--- config.mk ---
export PLATFORM = sky130hd
export DESIGN_NAME = lpht_ctrl
export DESIGN_NICKNAME = d
export VERILOG_FILES = /design/src/sv/lpht_pkg.sv /design/src/sv/lpht_ctrl.sv
export SDC_FILE = /design/constraint.sdc
export NUM_CORES = 1
export LEC_CHECK = 0
export BUFFER_PORTS_ARGS = -buffer_cell sky130_fd_sc_hd__buf_2
export CAP_MARGIN = 20
export CORE_AREA = 2 2 39 41
export CTS_BUF_LIST = sky130_fd_sc_hd__clkbuf_4
export CTS_CLUSTER_DIAMETER = 100
export DETAILED_ROUTE_END_ITERATION = 10
export DIE_AREA = 0 0 41 43
export GPL_TIMING_DRIVEN = 1
export PLACE_DENSITY = 0.71
export SYNTH_ARGS = -nofsm -noshare
export SYNTH_HDL_FRONTEND = slang
export SYNTH_SLANG_ARGS = --single-unit
export TNS_END_PERCENT = 100
--- constraint.sdc ---
create_clock -name clock -period 2.3 [get_ports clock]
set_clock_uncertainty 0.2 [all_clocks]
set_input_delay 0.345 -clock clock [delete_from_list [all_inputs] [get_ports clock]]
set_output_delay 0.345 -clock clock [all_outputs]
set_load 0.01 [all_outputs]
--- src/sv/lpht_pkg.sv ---
package lpht_pkg;

   localparam int TABLE_SLOTS   = 256;
   localparam int KEY_MAX_BYTES = 8;
   localparam int SLOT_BITS     = $clog2(TABLE_SLOTS);
   localparam int KEY_W         = 64;
   localparam int KLEN_W        = 4;
   localparam int VAL_W         = 32;
   localparam int CNT_W         = 9;
   localparam int HASH_W        = 64;
   localparam int BYTE_CNT_W    = 4;
   // key, key length, value
   localparam int ENTRY_W       = KEY_W + KLEN_W + VAL_W;

   localparam logic [HASH_W-1:0] FNV_BASIS = 64'hcbf29ce484222325;
   localparam logic [HASH_W-1:0] FNV_MULT  = 64'h00000100000001b3;

   localparam logic [1:0] OP_GET    = 2'd0;
   localparam logic [1:0] OP_SET    = 2'd1;
   localparam logic [1:0] OP_DELETE = 2'd2;
   localparam logic [1:0] OP_UNUSED = 2'd3;

   localparam logic [1:0] ST_FOUND  = 2'd0;
   localparam logic [1:0] ST_ABSENT = 2'd1;
   localparam logic [1:0] ST_INSERT = 2'd2;
   localparam logic [1:0] ST_FULL   = 2'd3;

   localparam logic [1:0] MARK_EMPTY   = 2'd0;
   localparam logic [1:0] MARK_LIVE    = 2'd1;
   localparam logic [1:0] MARK_DELETED = 2'd2;

   localparam logic [CNT_W-1:0] LOAD_LIMIT_RESET = 9'd192;

   typedef struct packed {
      logic hash_start;   // load key and start hashing
      logic hash_step;    // absorb one byte (xor + multiply)
      logic probe_start;  // set probe index from hash
      logic examine;      // evaluate read data
      logic advance;      // step probe index
      logic commit;       // do the write and build result
      logic clear_step;   // clear one mark after reset
   } lpht_cmd_type;

   typedef struct packed {
      logic hash_done;
      logic probe_stop;   // empty met, hit, or sweep finished
      logic clear_done;
   } lpht_stat_type;

endpackage

--- src/sv/lpht_ctrl.sv ---
module lpht_ctrl (
   input  logic                     clock,
   input  logic                     reset,
   input  logic                     req_valid,
   output logic                     req_ready,
   input  logic [1:0]               req_opcode,
   output logic                     rsp_valid,
   input  logic                     rsp_ready,
   output lpht_pkg::lpht_cmd_type   cmd,
   input  lpht_pkg::lpht_stat_type  stat
);
   typedef enum logic [7:0] {
      S_CLEAR   = 8'b0000_0001,
      S_IDLE    = 8'b0000_0010,
      S_HASH    = 8'b0000_0100,
      S_READ    = 8'b0000_1000,
      S_WAIT    = 8'b0001_0000,
      S_EXAMINE = 8'b0010_0000,
      S_COMMIT  = 8'b0100_0000,
      S_RESP    = 8'b1000_0000
   } state_type;

   state_type state_ff, state_in;
   logic      rsp_valid_ff, rsp_valid_in;
   logic      skip_ff, skip_in;

   assign req_ready = (state_ff == S_IDLE);
   assign rsp_valid = rsp_valid_ff;

   always_comb begin
      state_in     = state_ff;
      rsp_valid_in = rsp_valid_ff;
      skip_in      = skip_ff;
      cmd          = '0;
      if (rsp_valid_ff && rsp_ready) rsp_valid_in = 1'b0;
      unique case (state_ff)
         S_CLEAR: begin
            cmd.clear_step = 1'b1;
            if (stat.clear_done) begin
               cmd.clear_step = 1'b0;
               state_in = S_IDLE;
            end
         end
         S_IDLE: begin
            if (req_valid && req_ready) begin
               cmd.hash_start = 1'b1;
               // unused opcode: no probe, absent result
               skip_in  = (req_opcode == lpht_pkg::OP_UNUSED);
               state_in = S_HASH;
            end
         end
         S_HASH: begin
            if (skip_ff) begin
               state_in = S_COMMIT;
            end else if (stat.hash_done) begin
               cmd.probe_start = 1'b1;
               state_in = S_READ;
            end else begin
               cmd.hash_step = 1'b1;
            end
         end
         S_READ: begin
            state_in = S_WAIT;
         end
         S_WAIT: begin
            state_in = S_EXAMINE;
         end
         S_EXAMINE: begin
            cmd.examine = 1'b1;
            if (stat.probe_stop) begin
               state_in = S_COMMIT;
            end else begin
               cmd.advance = 1'b1;
               state_in = S_READ;
            end
         end
         S_COMMIT: begin
            // hold until the previous result has left
            if (!rsp_valid_ff || rsp_ready) begin
               cmd.commit   = 1'b1;
               rsp_valid_in = 1'b1;
               state_in     = S_RESP;
            end
         end
         S_RESP: begin
            state_in = S_IDLE;
         end
         default: state_in = S_IDLE;
      endcase
   end

   always_ff @(posedge clock) begin
      if (reset) begin
         state_ff     <= S_CLEAR;
         rsp_valid_ff <= 1'b0;
         skip_ff      <= 1'b0;
      end else begin
         state_ff     <= state_in;
         rsp_valid_ff <= rsp_valid_in;
         skip_ff      <= skip_in;
      end
   end
endmodule

## Yosys cells after proc, flatten, opt, wreduce, memory -nomap -nowiden

Cells that the tools add are included.

| cells by class | value |
|---|---|
| add/subtract/negate cells | 0 |
| multiply operators | 0 |
| divide/modulo/power cells | 0 |
| magnitude comparators | 0 |
| equality and inequality tests | 12 |
| shift-type cells | 0 |
| mux-type cells | 22 |
| bitwise logic cells | 0 |
| reductions and logical operators | 6 |

Operator list:

| cell | count |
|---|---|
| 8-bit one-hot mux with 7 select lines | 1 |
| 8-bit two-way mux | 5 |
| 1-bit two-way mux | 12 |
| 8-bit by 1-bit equality test with 1-bit output (second input constant) | 1 |
| 8-bit by 2-bit equality test with 1-bit output (second input constant) | 1 |
| 8-bit by 3-bit equality test with 1-bit output (second input constant) | 1 |
| 8-bit by 4-bit equality test with 1-bit output (second input constant) | 1 |
| 8-bit by 5-bit equality test with 1-bit output (second input constant) | 1 |
| 8-bit by 6-bit equality test with 1-bit output (second input constant) | 1 |
| 8-bit by 7-bit equality test with 1-bit output (second input constant) | 1 |
| 7-bit two-way mux | 1 |
| 2-bit two-way mux | 3 |
| 2-bit != test (second input constant) | 2 |
| 4-bit AND reduction | 1 |
| 3-bit != test (second input constant) | 1 |
| 2-bit equality test (second input constant) | 1 |
| 1-bit logical AND | 2 |
| 2-bit by 1-bit != test with 1-bit output (second input constant) | 1 |
| 2-bit AND reduction | 1 |
| 1-bit zero test | 1 |
| 1-bit logical OR | 1 |

| word-level totals | value |
|---|---|
| register bits after elaboration | 10 |
| bits in latches | 0 |
| RAM bits | 0 |
| bits in read-only memories | 0 |
| output and inout port bits | 9 |
| word-level logic and storage cells | 43 |
| memories kept | 0 |

## Longest topological paths before layout

| depth | value |
|---|---|
| depth in word-level cells | 4 |
| gate-level depth with buffers | 5 |
| gate-level depth less buffers | 5 |

## Worst setup path after synthesis

Ideal clock, no wire load.

| timing path | value |
|---|---|
| path kind | register -> output |
| start | register state_ff[5] |
| end | output cmd[4] in the netlist's numbering |
| arrival | 1.220 ns |
| required time | 1.755 ns |
| path slack | 0.535 ns |
| stages on the path, launching flop included | 4 |
| path through | dfxtp_1 > nor2_1 > nand4_1 > nor3b_1 |

RTL lines:

| item | RTL line | source |
|---|---|---|
| from (decl) | lpht_ctrl.sv:23 | `state_type state_ff, state_in;` |
| from (signal assigned) | lpht_ctrl.sv:98 | `state_ff <= state_in;` |
| to (decl) | lpht_ctrl.sv:9 | `output lpht_pkg::lpht_cmd_type cmd,` |

==> run summary <==
The flow ran to the end, and the final reports show no timing, DRC or antenna violations. The path class of the tightest hold or removal check is in -> reg. The number of warnings issued by yosys is 0.

The synthesis-stage register bit count is 10. The vertical die dimension is 43 um. The largest area contributor in the synthesized netlist is dfxtp_1. The number of global-route vias before repair came out at 483.

The minimum setup slack in the final design came out at 0.124 ns. The buffer count from post-CTS setup fixing came out at 0. The worst setup path is captured at an output pin.

The post-cts hold buffer count came out at 0. The routed wire length per instance came out at 14.5 um. TritonCTS built the clock tree. The number of enable-type register cells in the synthesized netlist came out at 0. The core region is 1380 um2.

The area growth from synthesis to final layout is 23.1%. The longest clock path from root to sink contains 2 buffers. The largest voltage drop on the vdd net came out at 465 uV. The total standard cell area after synthesis is 596 um2. STA classifies the critical path startpoint as a register. The slew at the pin closest to its max-slew limit came out at ~0.41 ns. The count of routing violations after the opening detailed-route iteration is 27. At the placement stage, the worst setup path has a slack of 0.311 ns.

Global routing consumed, over all layers together, 18.6% of the routing resources. The synthesized instance count came out at 62. The mean instance size in the synthesized netlist came out at 9.61 um2. In this run the critical register-to-register path is captured at state_ff[5].

The tightest slew margin relative to the limit is 72.1%. After layout, the minimum clock period comes to roughly 2.2 ns. The upper clock frequency limit is 460 MHz. The completed layout was analyzed and its total power is 437 uW.

The minimum setup slack among reg-to-reg paths is 0.41 ns. For the worst flop-to-flop path, the logic depth is 5. The number of antenna repair diodes is 0. The clock latency at the later pin of the worst-skew pair came out at approximately 0.27 ns. The root buffer cell chosen for the clock tree is clkbuf_4.

The first-pass GRT wire length came out at 2140 um. The final setup violation count is 0. Counting the buffers created by CTS gives 3.

Sorting the synthesized cells by area gives the leading types as dfxtp_1 (34%), nor2_1 (5.0%), a21oi_1 (4.2%), nor4_2 (4.2%), nor4_4 (3.6%). The max-slew violation count was 0. The post-detailed-routing wire length came out at roughly 1400 um. The number of top-level pins came out at 18. The origin of the critical flop-to-flop path is state_ff[3].

The fraction of registers with async set/reset came out at 0%. dfxtp_1 is the most common cell in the netlist. The total number of clock tree sinks came out at 10. By count the netlist is led by dfxtp_1 (10), nor2_1 (8), a21oi_1 (5).

In this run the horizontal extent of the chip is 41 um. The tool flagged a number of max-cap violations equal to 0. The post-route DRC violation count came out at 0. Setup repair after global routing could not meet its margin everywhere. Along the worst path, the maximum fanout reaches 5. Once the floorplan was initialized, standard cells occupied 43.0% of the core. The sequential-to-total area share from yosys stat is roughly 34%. The HPWL after detailed placement came out at ~1200 um. In this run the number of H-tree levels came out at 1. The share of cells above drive strength 1 is 42.2%. The area of the die is 1760 um2. The setup path with the least slack is of type reg -> out. The instance count along the most critical hold path came out at 3. After clock tree synthesis, the clock-pin slew on the worst setup and hold paths is 0.06 ns. In the synthesized netlist the dominant register cell turns out to be dfxtp_1. The number of library cell types mapped by synthesis is 35.

Gates resized during post-CTS repair numbered 1. The required time of the critical path is 1.75 ns. The worst hold path begins at req_opcode[1]. The arrival time reported for the critical path endpoint came out at ~1.6 ns. The post-synth net total is around 70. The detail route stage leaves a number of antenna-violating nets equal to 0. The count of vias placed by the detailed router came out at 543. The worst hold path terminates at skip_ff. The static leakage is around 0.00032 uW.

The row count came out at 14. The count of endpoints failing hold in the final timing report was 0. The number of antenna violations at the first check in global routing came out at 0.

The total congestion overflow came out at 0. The ratio of total power to cell area is between 500 and 600 nW/um2. The average via count per standard cell came out at around 5.5.

In this run the tool buffered the top-level ports with 17 buffer cells. Summed over its instances, the top area cell type makes up 33.6% of the synthesized netlist area. Entering global routing, the biggest net connects 8 pins.

The iteration count of the initial detailed-routing pass is 4. The number of nets at the end of the flow is between 90 and 100. At the end of routability-driven placement, the weighted congestion stood at 0.837. The final critical-path share of the clock period came out at 94.6%.
-- sequential cells by signal, indices dropped and copies added (netlist names) --
signal     flops
skip_ff        1
rsp_valid      1
state_ff       8
-- where the power goes --
| part | leakage, uW | internal [uW] | switching [uW] |
|---|---|---|---|
| logic | 0.000230 | 55.1 | 63.7 |
| registers | 0.0000815 | 184 | 14.4 |
| clock network | 0.0000138 | 60.5 | 59.4 |
-- layer usage --
layer  share of wire (%)  vias up  routed length, um  GRT usage [%]
li1                    -      279                  -              -
met1                  44      246                632           23.7
met5                   0        -                  0              0
met4                 1.2        0                 17           8.00
met2                  49       15                699           26.6
met3                 6.0        3                 86           7.85
-- worst max-delay path by stage --
stage	depth (start not counted)	start	end
2_1_floorplan	3	state_ff[5]	cmd[4]
3_3_place_gp	4	state_ff[5]	cmd[5]
3_5_place_dp	4	state_ff[6]	cmd[5]
4_1_cts	4	state_ff[5]	cmd[5]
5_1_grt	4	state_ff[6]	cmd[4]
6_report	4	state_ff[3]	cmd[6]
-- through the flow --
step | std cells | TNS [ns] | hold slack [ns] | area, um2 | utilization [%]
global placement | 96 | 0 | 0.327 | 708 | 51.2
global route | 99 | -0.0116 | 0.159 | 733 | 53.0
finish | 99 | 0 | 0.142 | 733 | 53.0
CTS | 99 | 0 | 0.131 | 733 | 53.0
floorplan | 62 | 0 | 0.214 | 596 | -
detailed placement | 96 | 0 | 0.348 | 708 | 51.2
-- logic make-up (layout without fill, tap and decap cells) --
logic type / after synthesis / in the layout / synth area share, %
xor+xnor: 2 / 2 / 2.94
buf+inv: 3 / 24 / 1.89
mux: 1 / 1 / 1.89
compound gates: 12 / 12 / 15.3
flops: 10 / 10 / 33.6
simple gates: 34 / 34 / 44.3
-- cells in the final DEF, fill, tap and decap left out, types with 2 or more instances in the layout --
cell      count
dfxtp_1      10
buf_2        17
a21oi_1       5
inv_1         3
or3b_2        2
nor2_1        7
nand3_1       2
nor3_1        2
clkbuf_4      3
nor2b_1       2
nor4_2        2
-- final cells by class --
class	count	area, um2
clock buffer	3	22.5
fill	138	651
tap	16	20.0
sequential	10	200
timing repair buffer	18	92.6
multi-input combinational	49	387
inverter	3	11.3
-- worst max-delay path, cell delays in order, from the launching register on --
cell     delay [ns]
dfxtp_1        0.39
nor4_4         0.40
and4b_4        0.30
and2_4         0.15
buf_2          0.12
No activity file was read; power rests on OpenSTA's default activity.
